### src/rtl/pls_pkg.sv
// Shared types and constants for the positional list stack.
// Used by the controller, the top level and the port checker; no dependencies.
package pls_pkg;

  localparam int DEPTH  = 64;
  localparam int ITEM_W = 8;
  localparam int ADDR_W = $clog2(DEPTH);
  localparam int CNT_W  = 7;
  localparam int POS_W  = 7;
  localparam int CAP_W  = 7;
  localparam int OP_W   = 3;

  localparam logic [CAP_W-1:0] CAP_RESET = CAP_W'(52);

  // Operation codes carried on op_i
  typedef enum logic [OP_W-1:0] {
    OP_PUSH    = 3'd0,
    OP_POP     = 3'd1,
    OP_PEEK    = 3'd2,
    OP_READ    = 3'd3,
    OP_INSERT  = 3'd4,
    OP_REMOVE  = 3'd5,
    OP_REVERSE = 3'd6,
    OP_NOP     = 3'd7
  } op_e;

  // Result status codes
  typedef enum logic [1:0] {
    ST_OK     = 2'd0,
    ST_FULL   = 2'd1,
    ST_EMPTY  = 2'd2,
    ST_BADPOS = 2'd3
  } status_e;

  // Request from the controller to the entry store
  typedef struct packed {
    logic              we;
    logic [ADDR_W-1:0] waddr;
    logic [ITEM_W-1:0] wdata;
    logic [ADDR_W-1:0] raddr;
  } mem_req_t;

endpackage

### src/rtl/pls_ram.sv
// Generic simple dual-port RAM: one write port, one read port, registered read.
// No package dependencies.
module pls_ram #(
  parameter int WIDTH = 8,
  parameter int DEPTH = 64
) (
  input  logic                     clk_i,
  input  logic                     we_i,
  input  logic [$clog2(DEPTH)-1:0] waddr_i,
  input  logic [WIDTH-1:0]         wdata_i,
  input  logic [$clog2(DEPTH)-1:0] raddr_i,
  output logic [WIDTH-1:0]         rdata_o
);

  logic [WIDTH-1:0] mem_q [DEPTH];
  logic [WIDTH-1:0] rdata_q;

  // Write and registered read; read of the entry being written returns old data
  always_ff @(posedge clk_i) begin
    if (we_i) begin
      mem_q[waddr_i] <= wdata_i;
    end
    rdata_q <= mem_q[raddr_i];
  end

  assign rdata_o = rdata_q;

endmodule

### src/rtl/pls_ctrl.sv
// Operation sequencer for the positional list stack: decodes an item, walks the
// entry store for shifts and swaps, and holds the result register. Uses pls_pkg.
module pls_ctrl import pls_pkg::*; (
  input  logic              clk_i,
  input  logic              rst_ni,
  input  logic              in_valid_i,
  output logic              in_ready_o,
  input  logic [OP_W-1:0]   op_i,
  input  logic [POS_W-1:0]  position_i,
  input  logic [ITEM_W-1:0] item_in_i,
  input  logic [CAP_W-1:0]  cap_i,
  output mem_req_t          mem_o,
  input  logic [ITEM_W-1:0] mem_rdata_i,
  output logic              out_valid_o,
  input  logic              out_ready_i,
  output logic [ITEM_W-1:0] item_out_o,
  output logic [CNT_W-1:0]  count_now_o,
  output logic [1:0]        status_o
);

  typedef enum logic [3:0] {
    S_IDLE,
    S_READ,
    S_INS,
    S_INS_LAST,
    S_INS_PUT,
    S_REM,
    S_REM_LAST,
    S_REV_A,
    S_REV_B,
    S_REV_DA,
    S_REV_DB,
    S_RESULT
  } state_e;

  state_e            state_q, state_d;
  logic [CNT_W-1:0]  count_q, count_d;
  op_e               op_q, op_d;
  logic [ADDR_W-1:0] pos_q, pos_d;
  logic [ITEM_W-1:0] item_q, item_d;
  logic [ADDR_W-1:0] rd_ptr_q, rd_ptr_d;   // read pointer, low end for reverse
  logic [ADDR_W-1:0] hi_q, hi_d;           // high end for reverse
  logic [ADDR_W-1:0] wa_q, wa_d;           // pending write address
  logic [ADDR_W-1:0] wb_q, wb_d;           // pending high write address (reverse)
  logic              wpend_q, wpend_d;
  logic [ITEM_W-1:0] tmp_q, tmp_d;
  logic [ITEM_W-1:0] res_item_q, res_item_d;
  status_e           res_st_q, res_st_d;
  logic              out_valid_q, out_valid_d;
  logic [ITEM_W-1:0] out_item_q, out_item_d;
  logic [CNT_W-1:0]  out_count_q, out_count_d;
  status_e           out_st_q, out_st_d;

  logic [CNT_W-1:0]  limit;
  logic              full;
  op_e               op_in;

  assign op_in = op_e'(op_i);

  // Effective entry limit: capacity clipped to the store depth
  assign limit = (cap_i > CAP_W'(DEPTH)) ? CNT_W'(DEPTH) : CNT_W'(cap_i);
  assign full  = (count_q >= limit) || (count_q >= CNT_W'(DEPTH));

  // Next-state and store access
  always_comb begin
    state_d     = state_q;
    count_d     = count_q;
    op_d        = op_q;
    pos_d       = pos_q;
    item_d      = item_q;
    rd_ptr_d    = rd_ptr_q;
    hi_d        = hi_q;
    wa_d        = wa_q;
    wb_d        = wb_q;
    wpend_d     = wpend_q;
    tmp_d       = tmp_q;
    res_item_d  = res_item_q;
    res_st_d    = res_st_q;
    out_valid_d = out_valid_q;
    out_item_d  = out_item_q;
    out_count_d = out_count_q;
    out_st_d    = out_st_q;
    mem_o       = '0;
    mem_o.raddr = rd_ptr_q;

    if (out_valid_q && out_ready_i) begin
      out_valid_d = 1'b0;
    end

    unique case (state_q)
      S_IDLE: begin
        // Read issued up front for pop, peek, read_at and remove_at
        if (op_in == OP_POP || op_in == OP_PEEK) begin
          mem_o.raddr = ADDR_W'(count_q - 1'b1);
        end else begin
          mem_o.raddr = position_i[ADDR_W-1:0];
        end
        if (in_valid_i) begin
          op_d       = op_in;
          pos_d      = position_i[ADDR_W-1:0];
          item_d     = item_in_i;
          res_item_d = '0;
          res_st_d   = ST_OK;
          state_d    = S_RESULT;
          unique case (op_in)
            OP_PUSH: begin
              if (full) begin
                res_st_d = ST_FULL;
              end else begin
                mem_o.we    = 1'b1;
                mem_o.waddr = count_q[ADDR_W-1:0];
                mem_o.wdata = item_in_i;
                count_d     = count_q + 1'b1;
              end
            end
            OP_INSERT: begin
              priority if (full) begin
                res_st_d = ST_FULL;
              end else if (position_i > count_q) begin
                res_st_d = ST_BADPOS;
              end else if (position_i == count_q) begin
                mem_o.we    = 1'b1;
                mem_o.waddr = position_i[ADDR_W-1:0];
                mem_o.wdata = item_in_i;
                count_d     = count_q + 1'b1;
              end else begin
                rd_ptr_d = ADDR_W'(count_q - 1'b1);
                wpend_d  = 1'b0;
                state_d  = S_INS;
              end
            end
            OP_POP, OP_PEEK: begin
              if (count_q == '0) begin
                res_st_d = ST_EMPTY;
              end else begin
                state_d = S_READ;
              end
            end
            OP_READ, OP_REMOVE: begin
              if (position_i >= count_q) begin
                res_st_d = ST_BADPOS;
              end else begin
                state_d = S_READ;
              end
            end
            OP_REVERSE: begin
              if (count_q > CNT_W'(1)) begin
                rd_ptr_d = '0;
                hi_d     = ADDR_W'(count_q - 1'b1);
                wpend_d  = 1'b0;
                state_d  = S_REV_A;
              end
            end
            OP_NOP: begin
            end
            default: begin
            end
          endcase
        end
      end

      // Read data back; pop drops the top, remove drops the top entry or starts shifting down
      S_READ: begin
        res_item_d = mem_rdata_i;
        state_d    = S_RESULT;
        if (op_q == OP_POP) begin
          count_d = count_q - 1'b1;
        end else if (op_q == OP_REMOVE) begin
          if (CNT_W'(pos_q) + 1'b1 >= count_q) begin
            count_d = count_q - 1'b1;
          end else begin
            rd_ptr_d = pos_q + 1'b1;
            wpend_d  = 1'b0;
            state_d  = S_REM;
          end
        end
      end

      // Shift up: read entry i, write it to i+1 in the next cycle
      S_INS: begin
        mem_o.raddr = rd_ptr_q;
        if (wpend_q) begin
          mem_o.we    = 1'b1;
          mem_o.waddr = wa_q;
          mem_o.wdata = mem_rdata_i;
        end
        wa_d    = rd_ptr_q + 1'b1;
        wpend_d = 1'b1;
        if (rd_ptr_q == pos_q) begin
          state_d = S_INS_LAST;
        end else begin
          rd_ptr_d = rd_ptr_q - 1'b1;
        end
      end

      S_INS_LAST: begin
        mem_o.we    = 1'b1;
        mem_o.waddr = wa_q;
        mem_o.wdata = mem_rdata_i;
        state_d     = S_INS_PUT;
      end

      S_INS_PUT: begin
        mem_o.we    = 1'b1;
        mem_o.waddr = pos_q;
        mem_o.wdata = item_q;
        count_d     = count_q + 1'b1;
        state_d     = S_RESULT;
      end

      // Shift down: read entry i, write it to i-1 in the next cycle
      S_REM: begin
        mem_o.raddr = rd_ptr_q;
        if (wpend_q) begin
          mem_o.we    = 1'b1;
          mem_o.waddr = wa_q;
          mem_o.wdata = mem_rdata_i;
        end
        wa_d    = rd_ptr_q - 1'b1;
        wpend_d = 1'b1;
        if (CNT_W'(rd_ptr_q) + 1'b1 == count_q) begin
          state_d = S_REM_LAST;
        end else begin
          rd_ptr_d = rd_ptr_q + 1'b1;
        end
      end

      S_REM_LAST: begin
        mem_o.we    = 1'b1;
        mem_o.waddr = wa_q;
        mem_o.wdata = mem_rdata_i;
        count_d     = count_q - 1'b1;
        state_d     = S_RESULT;
      end

      // Reverse by pairs, S_REV_A then S_REV_B: the writes of one pair overlap the reads of the next
      S_REV_A: begin
        mem_o.raddr = rd_ptr_q;
        if (wpend_q) begin
          mem_o.we    = 1'b1;
          mem_o.waddr = wa_q;
          mem_o.wdata = mem_rdata_i;
        end
        state_d = S_REV_B;
      end

      S_REV_B: begin
        mem_o.raddr = hi_q;
        if (wpend_q) begin
          mem_o.we    = 1'b1;
          mem_o.waddr = wb_q;
          mem_o.wdata = tmp_q;
        end
        tmp_d    = mem_rdata_i;
        wa_d     = rd_ptr_q;
        wb_d     = hi_q;
        wpend_d  = 1'b1;
        rd_ptr_d = rd_ptr_q + 1'b1;
        hi_d     = hi_q - 1'b1;
        if (CNT_W'(rd_ptr_q) + CNT_W'(2) < CNT_W'(hi_q)) begin
          state_d = S_REV_A;
        end else begin
          state_d = S_REV_DA;
        end
      end

      S_REV_DA: begin
        mem_o.we    = 1'b1;
        mem_o.waddr = wa_q;
        mem_o.wdata = mem_rdata_i;
        state_d     = S_REV_DB;
      end

      S_REV_DB: begin
        mem_o.we    = 1'b1;
        mem_o.waddr = wb_q;
        mem_o.wdata = tmp_q;
        state_d     = S_RESULT;
      end

      // Hand the result to the output register once it is free
      S_RESULT: begin
        if (!out_valid_q || out_ready_i) begin
          out_valid_d = 1'b1;
          out_item_d  = res_item_q;
          out_count_d = count_q;
          out_st_d    = res_st_q;
          state_d     = S_IDLE;
        end
      end

      default: begin
        state_d = S_IDLE;
      end
    endcase
  end

  // State and registered outputs
  always_ff @(posedge clk_i or negedge rst_ni) begin
    if (!rst_ni) begin
      state_q     <= S_IDLE;
      count_q     <= '0;
      op_q        <= OP_NOP;
      pos_q       <= '0;
      item_q      <= '0;
      rd_ptr_q    <= '0;
      hi_q        <= '0;
      wa_q        <= '0;
      wb_q        <= '0;
      wpend_q     <= 1'b0;
      tmp_q       <= '0;
      res_item_q  <= '0;
      res_st_q    <= ST_OK;
      out_valid_q <= 1'b0;
      out_item_q  <= '0;
      out_count_q <= '0;
      out_st_q    <= ST_OK;
    end else begin
      state_q     <= state_d;
      count_q     <= count_d;
      op_q        <= op_d;
      pos_q       <= pos_d;
      item_q      <= item_d;
      rd_ptr_q    <= rd_ptr_d;
      hi_q        <= hi_d;
      wa_q        <= wa_d;
      wb_q        <= wb_d;
      wpend_q     <= wpend_d;
      tmp_q       <= tmp_d;
      res_item_q  <= res_item_d;
      res_st_q    <= res_st_d;
      out_valid_q <= out_valid_d;
      out_item_q  <= out_item_d;
      out_count_q <= out_count_d;
      out_st_q    <= out_st_d;
    end
  end

  assign in_ready_o  = (state_q == S_IDLE);
  assign out_valid_o = out_valid_q;
  assign item_out_o  = out_item_q;
  assign count_now_o = out_count_q;
  assign status_o    = out_st_q;

endmodule

### src/rtl/positional_list_stack.sv
// Flow: push, errors and no-op go straight to the result; pop, peek and read_at read the
// store first; insert_at shifts up from the position (not when appending on top);
// remove_at shifts the entries above down (not for the top one); reverse swaps pairs.
// One item at a time: the next item is taken once the sequencer is back in idle,
// set by the one read and one write port of the entry store per cycle.
// Reset: count cleared, capacity set to 52, output empty; the store is not cleared.
// Top level: capacity register, entry store and sequencer. Uses pls_pkg, pls_ram, pls_ctrl.
module positional_list_stack import pls_pkg::*; (
  input  logic              clk_i,
  input  logic              rst_ni,
  input  logic              cfg_valid_i,
  output logic              cfg_ready_o,
  input  logic [CAP_W-1:0]  cfg_data_i,
  input  logic              in_valid_i,
  output logic              in_ready_o,
  input  logic [OP_W-1:0]   op_i,
  input  logic [POS_W-1:0]  position_i,
  input  logic [ITEM_W-1:0] item_in_i,
  output logic              out_valid_o,
  input  logic              out_ready_i,
  output logic [ITEM_W-1:0] item_out_o,
  output logic [CNT_W-1:0]  count_now_o,
  output logic [1:0]        status_o
);

  logic [CAP_W-1:0]  cap_q;
  mem_req_t          mem_req;
  logic [ITEM_W-1:0] mem_rdata;

  // Capacity register, always writable
  assign cfg_ready_o = 1'b1;

  always_ff @(posedge clk_i or negedge rst_ni) begin
    if (!rst_ni) begin
      cap_q <= CAP_RESET;
    end else if (cfg_valid_i) begin
      cap_q <= cfg_data_i;
    end
  end

  // Entry store
  pls_ram #(
    .WIDTH(ITEM_W),
    .DEPTH(DEPTH)
  ) u_store (
    .clk_i  (clk_i),
    .we_i   (mem_req.we),
    .waddr_i(mem_req.waddr),
    .wdata_i(mem_req.wdata),
    .raddr_i(mem_req.raddr),
    .rdata_o(mem_rdata)
  );

  // Operation sequencer
  pls_ctrl u_ctrl (
    .clk_i      (clk_i),
    .rst_ni     (rst_ni),
    .in_valid_i (in_valid_i),
    .in_ready_o (in_ready_o),
    .op_i       (op_i),
    .position_i (position_i),
    .item_in_i  (item_in_i),
    .cap_i      (cap_q),
    .mem_o      (mem_req),
    .mem_rdata_i(mem_rdata),
    .out_valid_o(out_valid_o),
    .out_ready_i(out_ready_i),
    .item_out_o (item_out_o),
    .count_now_o(count_now_o),
    .status_o   (status_o)
  );

endmodule

### config.mk
export PLATFORM = sky130hd
export DESIGN_NAME = positional_list_stack
export DESIGN_NICKNAME = d
export VERILOG_FILES = /design/src/rtl/pls_pkg.sv /design/src/rtl/pls_ram.sv /design/src/rtl/pls_ctrl.sv /design/src/rtl/positional_list_stack.sv
export SDC_FILE = /design/constraint.sdc
export NUM_CORES = 1
export LEC_CHECK = 0
export BUFFER_PORTS_ARGS = -buffer_cell sky130_fd_sc_hd__buf_2
export CAP_MARGIN = 20
export CORE_MARGIN = 5
export CORE_UTILIZATION = 50
export CTS_CLUSTER_SIZE = 28
export DETAILED_ROUTE_END_ITERATION = 8
export HOLD_SLACK_MARGIN = 0.1
export PLACE_DENSITY = 0.64
export SETUP_SLACK_MARGIN = 0.5
export SLEW_MARGIN = 20
export SYNTH_ARGS = -nofsm -noshare
export SYNTH_HDL_FRONTEND = slang
export SYNTH_SLANG_ARGS = --single-unit
### constraint.sdc
create_clock -name clk_i -period 9.4 [get_ports clk_i]
set_input_delay 0.47 -clock clk_i [delete_from_list [all_inputs] [get_ports clk_i]]
set_output_delay 0.47 -clock clk_i [all_outputs]
set_load 0.02 [all_outputs]
### After elaboration in Yosys (flattened, before gate mapping)

Memories as Yosys holds them, arrays and structs flattened. A register that Yosys moved wholly into a read port is not among the register bits.
Index checks and enable logic that the tools add are counted.

* add/subtract/negate cells: 9
* $lt $le $gt $ge: 8
* equality and inequality tests: 43
* multiplexer cells: 78
* reduce and logical (&&, ||, !) cells: 28

Operators with widths (number)
* $mux 15: 7
* $pmux 15 s6: 1
* $mux 6: 14
* $mux 7: 9
* $mux 4: 14
* $pmux 4 s10: 1
* $pmux 6 s2: 3
* $pmux 15 s2: 1
* $pmux 6 s5: 1
* $pmux 7 s4: 1
* $ge 7x7->1: 3
* $pmux 6 s3: 1
* $eq 4x3->1 const B: 4
* $eq 4x4->1 const B: 4
* $pmux 4 s4: 1
* $pmux 8 s2: 1
* $add 6x1->7 const B: 2
* $eq 7x7->1: 2
* $mux 1: 14
* $pmux 7 s2: 1
* $add 6x1->6 const B: 2
* $eq 3x3->1 const B: 4
* $ne 2x1->1 const B: 6
* $ne 3x1->1 const B: 4
* other kinds (39): 65

* register bits: 96
* bits in writable memories: 512
* output and inout bits: 20
* word-level logic and storage cells: 185
* memories: 1

Memories
* u_store.mem_q: depth 64, width 8, rd ports 1, clocked after memory_dff 1, write ports 1, line pls_ram.sv:15 `logic [WIDTH-1:0] mem_q [DEPTH];`

### Longest topological paths before layout

* depth in word-level cells: 10
* depth in mapped cells: 15
* depth with buffers taken out: 11

### Hierarchy

A second synthesis with hierarchy kept.

* cell total of the unflattened synthesis: 1709
* area total of the unflattened synthesis: 26805.7 µm²

Modules (own cells, without submodules)
* pls_ram: instances 1, cells an instance 972, area an instance 20190.6 µm², seq. area each 15534.9 µm²
* pls_ctrl: instances 1, cells an instance 720, area an instance 6308.6 µm², seq. area each 2230.9 µm²
* positional_list_stack: instances 1, cells an instance 17, area an instance 306.5 µm², seq. area each 178.9 µm²

### Worst setup path before layout

Ideal clock, no wire load.

* path type: reg2reg
* from: reg u_ctrl.count_q[0]
* to: mem u_store.mem_q[0][0] (data pin)
* setup time: 0.702 ns
* arrival time: 5.055 ns
* required time: 8.698 ns
* setup slack: 3.643 ns
* cell stages (with the launch flop): 12
* period minus slack after synthesis: 5.757 ns
* path through: dfrtp_1 clkbuf_1 inv_1 ha_1 nand2b_1 a21o_1 a21oi_1 o21ai_0 or4_1 clkbuf_1 nand2b_4 o21ai_0

RTL lines
* from (decl): line pls_ctrl.sv:37 `logic [CNT_W-1:0] count_q, count_d;`
* from (signal assigned): line pls_ctrl.sv:320 `count_q <= count_d;`
* to (decl): line pls_ram.sv:15

### Final worst setup path

* from: reg u_ctrl.state_q[1]
* to: reg u_store.rdata_q[6], in the netlist u_store.rdata_o[6], read port of u_store.mem_q

* word-level cells in the longest chain between the ends: 2

Ends and longest elaborated chain
* from (decl): line pls_ctrl.sv:36 `state_e state_q, state_d;`
* from (signal assigned): line pls_ctrl.sv:319 `state_q <= state_d;`
* $eq 4x4->1 or $logic_not 4->1 (tied branches): line pls_ctrl.sv:90 `unique case (state_q)`
* $pmux 6 s2 (*): line pls_ctrl.sv:90
* to (decl): line pls_ram.sv:16 `logic [WIDTH-1:0] rdata_q;`

Mark *: on every way between the ends. The rest lies on a longest branch, timed or not.
A chain may end at the register's enable or synchronous reset.

==> results.yml <==
outcome:
  status: "completed"
synthesis:
  yosysTopAreaCellShare_pct: 56.8
  synth_edf_count: 512
  synth_seq_cells: 616
  ys.flop_type: "edfxtp_1"
  yosysWarnings: 0
  synth_top_family_by_area: "simple AND/OR/NAND/NOR gates"
  synth.distinct_cells: 74
  synth_cells: 2196
  synthXorXnorAreaFrac_pct: 1.31
  syn_nets: 2262
  synthesis.area_um2: 27100
  avgSynthCellArea_um2: 12.3
  synthArstFlopShare_pct: 15.6
  synthAdderAreaFrac_pct: 1.66
  synth_compound_area_share_pct: 9.17
  ys_top_cells_by_area: "edfxtp_1 57%, dfrtp_1 8.3%, nand2_1 5.6%, mux2i_1 3.2%, a21oi_1 2.8%"
  yosysTopAreaCell: "edfxtp_1"
  synthMuxAreaShare_pct: 5.29
  ys_seq_area_share_pct: 66.2
  yosys.area_share.simple_pct: 13.2
timing:
  period_minus_slack_ps: 5280
  slew-limit-headroom_pct: 20.0
  period_share_pct: 56.2
  fin_tns_setup_ps: 0
  drv_slew: 0
  clock_skew_ps: 25.0
  max_freq_mhz: 189
  rsz0062_at_grt: "no"
  final-hold-violation-count: 0
  tightest_slew_ps: 1200
  setup_viol: 0
setup_path:
  critPathLaunchType: "register"
  cp-startpoint: "u_ctrl.state_q[1]$_DFFE_PN0P_"
  reg2reg_depth: 10
  path_max_fanout: 71
  worstPathRequired_ps: 9920
  crit_arrival_ps: 5800
  rr_startpoint: "u_ctrl.state_q[1]$_DFFE_PN0P_"
  endpoint_kind: "register"
  worstSetupPathType: "register to register"
floorplanning:
  coreArea_um2: 53700
  row_count: 85
  start_util_pct: 50.4
  chipWidth_um: 243
  die_h_um: 243
  io_pins: 50
  die-area_um2: 58900
routing:
  ant_nets: 0
  vias: 18200
  drc_errors: 0
  first_pass_iters: 5
  drt_iter0_drc: 2414
  wl_per_cell_um: 25.4
  routed_via_density: 6.17
  routed_wl_mm: 74.8
cts:
  clkTransAtPathRegs_ps: 60
  cts_tree: "done"
  insertion_delay_ps: 640
  root_buffer: "clkbuf_16"
  cts_buffers: 61
  holdBufCountCts: 9
  clock_sinks: 616
  htreeDepth: 2
  cts_resized: 0
  postCtsSetupBuffers: 0
  clk_path_buf_depth: 3
global_route:
  met3_usage_pct: 3.48
  overflow: 0
  grt_antenna_before_repair: 2
  use_met1_pct: 36.4
  grtUsageMet2_pct: 39.2
  grt_pass1_wl_mm: 113
  grt_max_degree: 89
  grt-busiest-layer: "met2"
  grt_pass1_vias: 17600
  grt_use_total_pct: 24.9
layout:
  fin_area_um2: 29900
  layout_commonest_cell: "edfxtp_1"
  drive_above_1_share_pct: 11.0
  layout.nets: 2262
  final_util_pct: 55.7
  syn2layout_area_growth_pct: 10.4
  final_cell_mix: "512 x edfxtp_1, 402 x nand2_1, 152 x a21oi_1"
min_path:
  hold_path_class: "primary input to register"
  min_from: "cfg_valid_i"
  holdPathStages: 2
placement:
  place_congestion: 0.935
  place.detailed.hpwl_mm: 46.2
  placed_cell_area_um2: 27900
  port_buffers: 48
pwr:
  power.density_nw_per_um2: 405
  power_leakage_nw: 10.8
  peakVddDrop_uv: 318
flow_run:
  maxCapViolations: 0
synthesized netlist by cell type, types with 22 or more instances:
cell,n
a21oi_1,152
a221o_1,22
buf_2,37
clkbuf_1,80
dfrtp_1,90
edfxtp_1,512
ha_1,36
inv_1,35
mux2_2,34
mux2i_1,87
nand2_1,403
nand3_1,113
nor2_1,115
nor3_1,71
o2111ai_1,24
o21ai_0,52
xnor2_1,25
sequential cells by signal (all words and copies together) (netlist names), 2 cells and up:
register / flops
u_store.rdata_o: 8
u_ctrl.state_q: 4
u_ctrl.op_q: 3
u_ctrl.hi_q: 6
u_ctrl.pos_q: 6
u_ctrl.wb_q: 6
u_ctrl.count_q: 7
u_ctrl.item_out_o: 8
u_ctrl.res_st_q: 2
u_ctrl.status_o: 2
cap_q: 7
u_ctrl.item_q: 8
u_ctrl.count_now_o: 7
u_ctrl.res_item_q: 8
u_ctrl.rd_ptr_q: 6
u_ctrl.tmp_q: 8
u_ctrl.wa_q: 6
u_store.mem_q: 512
cell families after synthesis:
kind of cell	Yosys count
muxes	129
DFF	616
AOI/OAI and AO/OA	381
adders and majority gates	36
other	1
buffers and inverters	185
xor gates and xnor gates	39
and+or+nand+nor	809
per-layer routing:
| metal | share of wire (%) | vias to the layer above |
|---|---|---|
| met5 | 0 | - |
| met4 | 3.0 | 0 |
| met2 | 47 | 836 |
| met3 | 7.3 | 139 |
| li1 | - | 8149 |
| met1 | 43 | 9047 |
where the power goes:
| part | switching (mW) | leakage (nW) | internal (mW) |
|---|---|---|---|
| Sequential | 0.359 | 5.94 | 3.90 |
| Clock | 1.05 | 0.940 | 1.32 |
| Combinational | 3.87 | 3.92 | 1.60 |
| Total | 5.28 | 10.8 | 6.82 |
worst max-delay path, stage by stage (launching register included):
cell and delay (ps):
dfrtp_1 670, or3_1 630, a22oi_1 490, and2_4 560, buf_4 620, buf_4 720, mux4_2 590, a22oi_1 220
a21boi_0 190, o21ai_1 260, o311ai_1 120
per-stage QoR:
| step | total power [mW] | hold WS [ps] | cells | setup WS, ps |
|---|---|---|---|---|
| final | 12.1 | 173 | 2946 | 4120 |
| after global routing | 12.7 | 172 | 2946 | 3820 |
| after CTS | 12.1 | 142 | 2944 | 4090 |
| after detailed placement | 9.70 | 433 | 2819 | 4140 |
| after global placement | 9.65 | 429 | 2819 | 4210 |
| after floorplan | 7.82 | 174 | 2196 | 3640 |
path summary, 6_finish.rpt:
kind,slack (ps),end
setup / recovery,4120,u_store.rdata_o[6]$_DFF_P_
hold / removal,170,cap_q[6]$_DFFE_PN0P_
setup reg to reg,4120,u_store.rdata_o[6]$_DFF_P_
hold reg to reg,480,u_ctrl.tmp_q[3]$_DFFE_PN0P_
max in group asynchronous,7890,u_ctrl.item_out_o[1]$_DFFE_PN0P_
min in group asynchronous,310,u_ctrl.count_now_o[0]$_DFFE_PN0P_
cell type report:
class	instances	area [um^2]
diodes	1	2.50
clock buffers	76	1600
clock inverters	40	329
fillers	4385	23800
inverters	37	141
multi-input cells	1395	8460
flip-flops and latches	616	17900
well taps	696	871
repair buffers	85	563
(Power assumes the default switching activity.)
